===== src/hw/rtl/rau_pkg.sv =====
// ---------------------------------------------------------------------------
// rau_pkg
// shared constants, codes and types of the rational arithmetic unit
// ---------------------------------------------------------------------------
package rau_pkg;

    localparam int WORD_BITS = 32;
    localparam int WIDE_BITS = 64;
    localparam int SEXT_SH   = 32 - WORD_BITS;

    localparam logic [WIDE_BITS-1:0] MAXPOS =
        WIDE_BITS'((64'd1 << (WORD_BITS - 1)) - 64'd1);

    localparam logic [2:0] CMD_ADD = 3'd0;
    localparam logic [2:0] CMD_SUB = 3'd1;
    localparam logic [2:0] CMD_MUL = 3'd2;
    localparam logic [2:0] CMD_DIV = 3'd3;
    localparam logic [2:0] CMD_RED = 3'd4;

    typedef enum logic [1:0] {
        ST_OK   = 2'd0,
        ST_ZERO = 2'd1,
        ST_OVF  = 2'd2
    } status_t;

    typedef enum logic [4:0] {
        S_IDLE,
        S_CHECK,
        S_G1_GO,
        S_G1_WT,
        S_D1_GO,
        S_D1_WT,
        S_D2_GO,
        S_D2_WT,
        S_MUL1,
        S_MUL2,
        S_MUL3,
        S_COMB,
        S_MP1,
        S_MP2,
        S_ZCHK,
        S_G2_GO,
        S_G2_WT,
        S_D3_GO,
        S_D3_WT,
        S_D4_GO,
        S_D4_WT,
        S_FINCHK,
        S_FIN
    } state_t;

    function automatic logic [31:0] sext_word(input logic [31:0] v);
        logic signed [31:0] s;
        s = signed'(v << SEXT_SH) >>> SEXT_SH;
        return s;
    endfunction

    function automatic logic [31:0] mag_of(input logic [31:0] v);
        logic [31:0] s;
        s = sext_word(v);
        return s[31] ? (~s + 32'd1) : s;
    endfunction

    function automatic logic neg_of(input logic [31:0] v);
        logic [31:0] s;
        s = sext_word(v);
        return s[31];
    endfunction

endpackage


===== src/hw/rtl/rau_div.sv =====
// ---------------------------------------------------------------------------
// rau_div
// restoring 64-bit divider, one quotient bit per cycle
// ---------------------------------------------------------------------------
module rau_div (
    input  logic                           clk,
    input  logic                           rst_n,
    input  logic                           start,
    input  logic [rau_pkg::WIDE_BITS-1:0]  dividend,
    input  logic [rau_pkg::WIDE_BITS-1:0]  divisor,
    output logic                           done,
    output logic [rau_pkg::WIDE_BITS-1:0]  quotient
);

    logic                          busy_reg, busy_next;
    logic                          done_reg, done_next;
    logic [rau_pkg::WIDE_BITS-1:0] rem_reg, rem_next;
    logic [rau_pkg::WIDE_BITS-1:0] quo_reg, quo_next;
    logic [rau_pkg::WIDE_BITS-1:0] dvs_reg, dvs_next;
    logic [5:0]                    cnt_reg, cnt_next;
    logic [rau_pkg::WIDE_BITS:0]   shifted;
    logic [rau_pkg::WIDE_BITS:0]   diff;

    always_comb
    begin
        shifted   = {rem_reg, quo_reg[rau_pkg::WIDE_BITS-1]};
        diff      = shifted - {1'b0, dvs_reg};
        busy_next = busy_reg;
        done_next = 1'b0;
        rem_next  = rem_reg;
        quo_next  = quo_reg;
        dvs_next  = dvs_reg;
        cnt_next  = cnt_reg;
        if (start)
        begin
            busy_next = 1'b1;
            rem_next  = '0;
            quo_next  = dividend;
            dvs_next  = divisor;
            cnt_next  = 6'd0;
        end
        else if (busy_reg)
        begin
            if (!diff[rau_pkg::WIDE_BITS])
            begin
                rem_next = diff[rau_pkg::WIDE_BITS-1:0];
                quo_next = {quo_reg[rau_pkg::WIDE_BITS-2:0], 1'b1};
            end
            else
            begin
                rem_next = shifted[rau_pkg::WIDE_BITS-1:0];
                quo_next = {quo_reg[rau_pkg::WIDE_BITS-2:0], 1'b0};
            end
            cnt_next = cnt_reg + 6'd1;
            if (cnt_reg == 6'd63)
            begin
                busy_next = 1'b0;
                done_next = 1'b1;
            end
        end
    end

    always_ff @(posedge clk or negedge rst_n)
    begin
        if (!rst_n)
        begin
            busy_reg <= 1'b0;
            done_reg <= 1'b0;
        end
        else
        begin
            busy_reg <= busy_next;
            done_reg <= done_next;
        end
    end

    always_ff @(posedge clk)
    begin
        rem_reg <= rem_next;
        quo_reg <= quo_next;
        dvs_reg <= dvs_next;
        cnt_reg <= cnt_next;
    end

    assign done     = done_reg;
    assign quotient = quo_reg;

endmodule


===== config.mk =====
export PLATFORM = sky130hd
export DESIGN_NAME = rau_div
export DESIGN_NICKNAME = d
export VERILOG_FILES = /design/src/hw/rtl/rau_pkg.sv /design/src/hw/rtl/rau_div.sv
export SDC_FILE = /design/constraint.sdc
export NUM_CORES = 1
export LEC_CHECK = 0
export ABC_AREA = 1
export BUFFER_PORTS_ARGS = -buffer_cell sky130_fd_sc_hd__buf_4
export CORE_MARGIN = 2
export CORE_UTILIZATION = 55
export DETAILED_ROUTE_END_ITERATION = 16
export GPL_TIMING_DRIVEN = 0
export HOLD_SLACK_MARGIN = 0.15
export PLACE_DENSITY = 0.77
export SYNTH_ARGS = -nofsm -noshare
export SYNTH_HDL_FRONTEND = slang
export SYNTH_SLANG_ARGS = --single-unit

===== constraint.sdc =====
create_clock -name clk -period 4.1 [get_ports clk]
set_input_delay 0.41 -clock clk [delete_from_list [all_inputs] [get_ports clk]]
set_output_delay 0.41 -clock clk [all_outputs]
set_load 0.03 [all_outputs]

==> results.tsv, run 1 <==
metric	value	unit
wl_per_cell	15.68	um
grtUsageMet1	41.47	%
antenna_found_initial	0	
synth_largest_area_cell	nand2_1	
path_max_fanout	10	
pre_cts_ws	475.2	ps
synth_area	14370	um^2
grt_pass1_vias	13850	
grt_usage	32.89	%
wl	45700	um
num-fill-cells	2374	
grtUsageMet2	55.51	%
synth_top_area_share	28.03	%
grt_start_max_net_pins	66	
rows	59	
post_cts_buffers	0	
hold_depth	3	
synth-async-reset-ratio	1.000	%
p_leak	10.03	nW
synth_warnings	0	
viasPerCell	4.937	
max_cap_viol_count	0	
fin_crit_sh	82.09	%
clkLatencyLatePin	460	ps
synth_cell_types	39	
powerDensity	289.6	nW/um^2
drtIter0Drc	1168	
min_path_type	in2reg	
ir_worst_vdd	0.0002648	V
p_clk_share	37.9	%
grt_util_met3	5.759	%
clk_path_buf_depth	2	
finalCriticalPeriod	3366	ps
gr-max-usage-layer	met2	
cts_tree	yes	
drive_above_1_share	10.70	%
dp.cells	2818	
nNetsFinal	2764	
synth_xor_area_share	1.890	%
die_h	165.6	um
grt_first_pass_wirelength	71530	um
multi_input_area	6967	um^2
start_util	55.61	%
place.gp.congestion	1.006	
pwr-share-comb	16.4	%
design.die.area	27430	um^2
cpMaxStageDelayCell	fa_1	
num_io_pins	196	
rr_worst_depth	21	
postRouteAntennaNets	0	
power_frac_seq	45.7	%
rsz0062_at_grt	no	
ys.flop_type	edfxtp_1	
clock-sinks	200	
crit_required	4450	ps
core	25840	um^2
fin_cells	2915	
cts_buffers	17	
die_w	165.6	um
startpoint_type	flop	
seqCellArea	5295	um^2
synthAdderAreaFrac	5.800	%
cts_max_level	4	
slew_headroom	27.09	%
fin_hold_ws	211.9	ps
firstDrtPassIters	5	
power.internal	3.515	mW
cp-end-kind	flop	
io_buffers	195	
synthMuxAreaShare	0	%
synth_edf_count	128	
drc_errors	0	
synth_area_leaders	nand2_1 28%, edfxtp_1 27%, inv_1 13%	
slowest_delay	410	ps
power.switching	1.575	mW
drv_slew	0	
vias	14390	
p_sw_share	30.95	%
skew	15.33	ps
synth_most_common_cell	nand2_1	
overflow	0	
synthTopCellsByCount	1073 x nand2_1, 496 x inv_1, 135 x nand3_1	
worstSetupPathType	reg2reg	
layout_setup_ws	734.4	ps
finalPower	5.091	mW
synth_area_per_cell	6.282	um^2
worstPathCellList	inv_1 -> ha_1 -> fa_1 -> inv_1 -> nand2_1 -> nand2_1 -> nand3_1 -> nand2_2 -> nand2_1 -> nand2_2 -> nand2_1 -> nand2_2 -> nand2_2 -> nand2_2 -> nand2_1 -> nand2_1 -> buf_4 -> buf_4 -> nand2_1 -> nand3_1 -> nand2_1	
setup_viol	0	
critPathArrivalTime	3720	ps
synth_top_family_by_area	simple AND/OR/NAND/NOR gates	
dp_hpwl	36000	um
synth_seq_cells	200	
finalHoldViolCount	0	
syn_nets	2484	
diodes	0	
max_freq	297.1	MHz
post-route-util	68.04	%
yosys.area_share.simple	38.13	%
outcome	complete, no violations	
clk_pin_slew	100	ps
seq_area_frac_synth	36.85	%
syn_to_final_growth	22.36	%
synth_cells	2287	
path_common_cell	nand2_1	
cts_root_buf	clkbuf_16	
synth_compound_area_share	2.674	%
max_slew.worst_pin.slew	1094	ps
critical path: cells and delay by family, from the launching register on:
family | cells | cell delay (ps)
buffers and inverters | 4 | 680
and+or+nand+nor | 15 | 1530
adders and majority gates | 2 | 630
DFF | 1 | 380
cell usage in the layout, fill, tap and decap left out, types with 26 or more instances in the layout:
cell type / netlist / layout
dlygate4sd3_1: 0 / 65
nand2_1: 1073 / 1073
a21oi_1: 51 / 51
nand3_1: 135 / 135
buf_4: 6 / 201
inv_1: 496 / 495
ha_1: 65 / 65
edfxtp_1: 128 / 128
clkbuf_1: 26 / 26
nor2_1: 102 / 102
dfxtp_1: 70 / 70
per-layer routing:
metal	part of all wire [%]	vias up	wire [um]
met5	0	-	0
met4	4.4	0	2008
met3	7.3	85	3329
met2	46	569	20990
met1	42	6360	19360
li1	-	7378	-
cell type report:
class	count	share of cell area (%)
tap	335	2.384
timing repair buffer	261	12.14
sequential	200	30.12
clock inverter	15	1.331
multi-input combinational	1542	39.63
inverter	503	10.74
clock buffer	17	2.420
buffer	42	1.238
logic make-up (layout without fill, tap and decap cells):
logic type               Yosys count  in the layout
flip-flops                       200            200
buffers and inverters            545            838
XOR/XNOR                          31             31
AND/OR/NAND/NOR                 1372           1372
AO/OA/AOI/OAI                     73             73
adder cells (fa/ha/maj)           66             66
stage by stage:
| stage | setup TNS (ps) | instance area [um^2] |
|---|---|---|
| final | 0 | 17580 |
| after global routing | 0 | 17580 |
| after CTS | 0 | 17580 |
| after detailed placement | 0 | 16270 |
| after floorplan | 0 | 14370 |
| after global placement | -36740 | 16250 |
power groups by stage:
stage / Combinational (mW) / Sequential, mW / Clock (mW)
after floorplan: 0.334 / 2.47 / 0
after global routing: 0.910 / 2.34 / 2.01
final: 0.836 / 2.33 / 1.93
after detailed placement: 0.778 / 2.37 / 0
after global placement: 0.765 / 2.36 / 0
after CTS: 0.830 / 2.32 / 1.95
path summary, 6_finish.rpt:
check                        startpoint  slack, ps           end
min                        dividend[13]        210  quotient[13]
max in group asynchronous         rst_n       3720          done
min reg2reg                 rem_reg[11]        480   rem_reg[11]
min in group asynchronous         rst_n        290      busy_reg
max                        quotient[63]        730   rem_reg[48]
max reg2reg                quotient[63]        730   rem_reg[48]
repair_timing:
item | CTS | global route
endpoints found under the setup margin | 0 | 0
resized for setup | 0 | 0
endpoints found under the hold margin | 66 | 0
hold buffers | 65 | 0
Power figures use the tool's default switching activity.
==> inputs of run 2 (changes only) <==
ABC_AREA = 0   (was 1)
PLACE_DENSITY = 0.78   (was 0.77)
clock period = 3.2 ns   (was 4.1 ns; I/O delays follow)
==> run 2 against run 1 <==
- the run now ends with negative setup slack left
- hold slack worse by 55 ps
- clock-buffer cell count stayed put
- register-to-register slack worse by 1100 ps
- largest power group unchanged
==> results.tsv, run 2 <==
metric	value	unit
rsz0062_at_grt	yes	
dp_hpwl	28300	um
clk_path_buf_depth	2	
path_buf_inv	2	
synth_area	12300	um^2
core	21890	um^2
synth-async-reset-ratio	1.000	%
postRouteAntennaNets	0	
die_h	153.6	um
drv_slew	0	
start_util	56.19	%
num_io_pins	196	
io_buffers	195	
grt_pass1_vias	11670	
skew	21.98	ps
synthTopCellsByCount	142 x nor2_1, 128 x edfxtp_1, 91 x a21oi_1	
max_slew.worst_pin.slew	1071	ps
reg2reg_slack	-370	ps
slowest_delay	440	ps
p_clk_share	36.1	%
violations	negative setup slack	
max_cap_viol_count	0	
viasPerCell	6.228	
min_path_type	in2reg	
synth_area_per_cell	9.462	um^2
worstSetupPathType	reg2reg	
synth_top_area_share	31.25	%
setup_viol	65	
place.gp.congestion	0.9342	
powerDensity	400.3	nW/um^2
cp_top_family	compound AO/OA/AOI/OAI gates	
ys.flop_type	edfxtp_1	
firstDrtPassIters	8	
power.internal	4.537	mW
pwr-share-comb	18.0	%
wl	40280	um
finalCriticalPeriod	3567	ps
clk_pin_slew	90	ps
cts_root_buf	clkbuf_16	
grt_first_pass_wirelength	61640	um
num-fill-cells	1576	
wl_per_cell	21.30	um
die_w	153.6	um
p_leak	7.170	nW
clock-sinks	200	
synth_edf_count	128	
r2r_end	rem_reg[36]	
hold_path_end	quotient[46]	
crit_start	quotient[63]	
min-delay-start	dividend[46]	
outcome	complete, but fails checks	
r2r_start	quotient[63]	
power.switching	2.004	mW
layout_setup_ws	-366.8	ps
grt_usage	33.15	%
startpoint_type	flop	
design.die.area	23580	um^2
worstPathCellList	inv_1 -> ha_2 -> fa_2 -> nor2b_4 -> o2111ai_4 -> a211oi_4 -> o31ai_4 -> nand4_1 -> and3_4 -> a21o_4 -> mux2i_4 -> nor2_4 -> buf_8 -> o311a_1	
overflow	0	
synth_most_common_cell	nor2_1	
synth_warnings	0	
path_max_fanout	10	
syn_to_final_growth	32.86	%
p_sw_share	30.64	%
synth_area_leaders	edfxtp_1 31%, dfxtp_1 11%, ha_1 6.6%	
max_freq	280.4	MHz
grt_start_max_net_pins	68	
power_frac_seq	45.9	%
synth_cells	1300	
drive_above_1_share	26.52	%
cts_tree	yes	
synth_largest_area_cell	edfxtp_1	
synth_seq_cells	200	
ir_worst_vdd	0.0003855	V
seq_area_frac_synth	43.05	%
clkLatencyLatePin	460	ps
vias	11780	
nNetsFinal	1794	
drc_errors	0	
cp-end-kind	flop	
rr_worst_depth	14	
finalHoldViolCount	0	
final_common_cell	buf_4	
slew_headroom	28.32	%
crit_required	3530	ps
syn_nets	1497	
final_cell_mix	215 x buf_4, 139 x nor2_1, 128 x edfxtp_1	
hold_depth	2	
drtIter0Drc	1070	
antenna_found_initial	1	
cts_max_level	4	
cts_buffers	17	
cpMaxStageDelayCell	mux2i_4	
critPathArrivalTime	3900	ps
finalPower	6.542	mW
setup-tns-final	-20410	ps
synth_cell_types	72	
fin_crit_sh	111.5	%
rows	54	
[run 2: cell types whose count changed after synthesis, sizes merged, moves of 39 or more]
| cell | change |
|---|---|
| inv | -418 |
| mux2 | +64 |
| nand2 | -1001 |
| nand3 | -103 |
| nand4 | +55 |
| o311a | +39 |
[run 2: cells by family (layout without fill, tap and decap cells)]
group | Yosys count | after routing | synth area share, %
and+or+nand+nor | 413 | 413 | 15.99
AOI/OAI and AO/OA | 331 | 331 | 18.80
DFF | 200 | 200 | 43.05
buffers and inverters | 167 | 477 | 5.259
muxes | 68 | 68 | 6.215
adders and majority gates | 66 | 66 | 6.774
xor gates and xnor gates | 55 | 55 | 3.916
other | 0 | 1 | 0
[run 2: cell type report]
class / instances / area [um^2] / area share [%]
Tap cell: 280 / 350.3 / 2.144
Clock inverter: 15 / 227.7 / 1.393
Multi-Input combinational cell: 933 / 6954 / 42.55
Antenna cell: 1 / 2.502 / 0.01531
Buffer: 73 / 402.9 / 2.465
Timing Repair Buffer: 287 / 2365 / 14.47
Clock buffer: 17 / 425.4 / 2.603
Sequential cell: 200 / 5295 / 32.40
Inverter: 85 / 319.1 / 1.952
[run 2: worst max-delay path by stage]
stage                     cells past startpoint  slack (ps)          end
final                                        14        -370  rem_reg[36]
after global placement                        4       -1160  quotient[9]
after detailed placement                     12        -910  rem_reg[33]
after CTS                                    14        -310  rem_reg[42]
after floorplan                              14         -60  rem_reg[10]
after global routing                         14        -420  rem_reg[54]
[run 2: worst reg2reg max path, cell delays in order, from the launching register on]
cell       delay [ps]
edfxtp_1          360
inv_1              60
ha_2              190
fa_2              370
nor2b_4           160
o2111ai_4         180
a211oi_4          330
o31ai_4           110
nand4_1           200
and3_4            240
a21o_4            160
mux2i_4           440
nor2_4            150
buf_8             200
o311a_1           290
[run 2: power by group through the flow]
stage	clock (mW)	combinational, mW	sequential (mW)
finish	2.36	1.18	3.01
detailed placement	0	1.03	3.06
CTS	2.36	1.12	3.00
floorplan	0	0.446	3.21
global placement	0	1.01	3.05
global route	2.46	1.25	3.02
[run 2: routing by layer]
| metal | global-route usage (%) | vias to the layer above | part of all wire (%) |
|---|---|---|---|
| met5 | 0 | - | 0 |
| met2 | 56.59 | 690 | 48 |
| met4 | 11.36 | 0 | 3.4 |
| li1 | - | 5463 | - |
| met3 | 6.962 | 99 | 9.3 |
| met1 | 41.93 | 5526 | 40 |
[run 2: metrics by stage]
stage               utilization (%)  worst slack (ps)  area [um^2]  cells  hold slack [ps]
global route                  74.65            -421.1        16340   1891            156.6
floorplan                         -            -63.83        12410   1300            24.41
detailed placement            65.05            -907.5        14240   1776            102.5
CTS                           72.77            -309.3        15930   1887            154.5
finish                        74.65            -366.8        16340   1891            156.9
global placement              64.96             -1161        14220   1775            102.1
[run 2: timing repair]
action | CTS | global route
hold endpoints to repair | 66 | 0
setup buffers | 17 | 10
hold buffers | 65 | 0
endpoints found under the setup margin | 65 | 65
resized for setup | 60 | 85
pin swaps | 20 | 30
gates cloned | 0 | 1
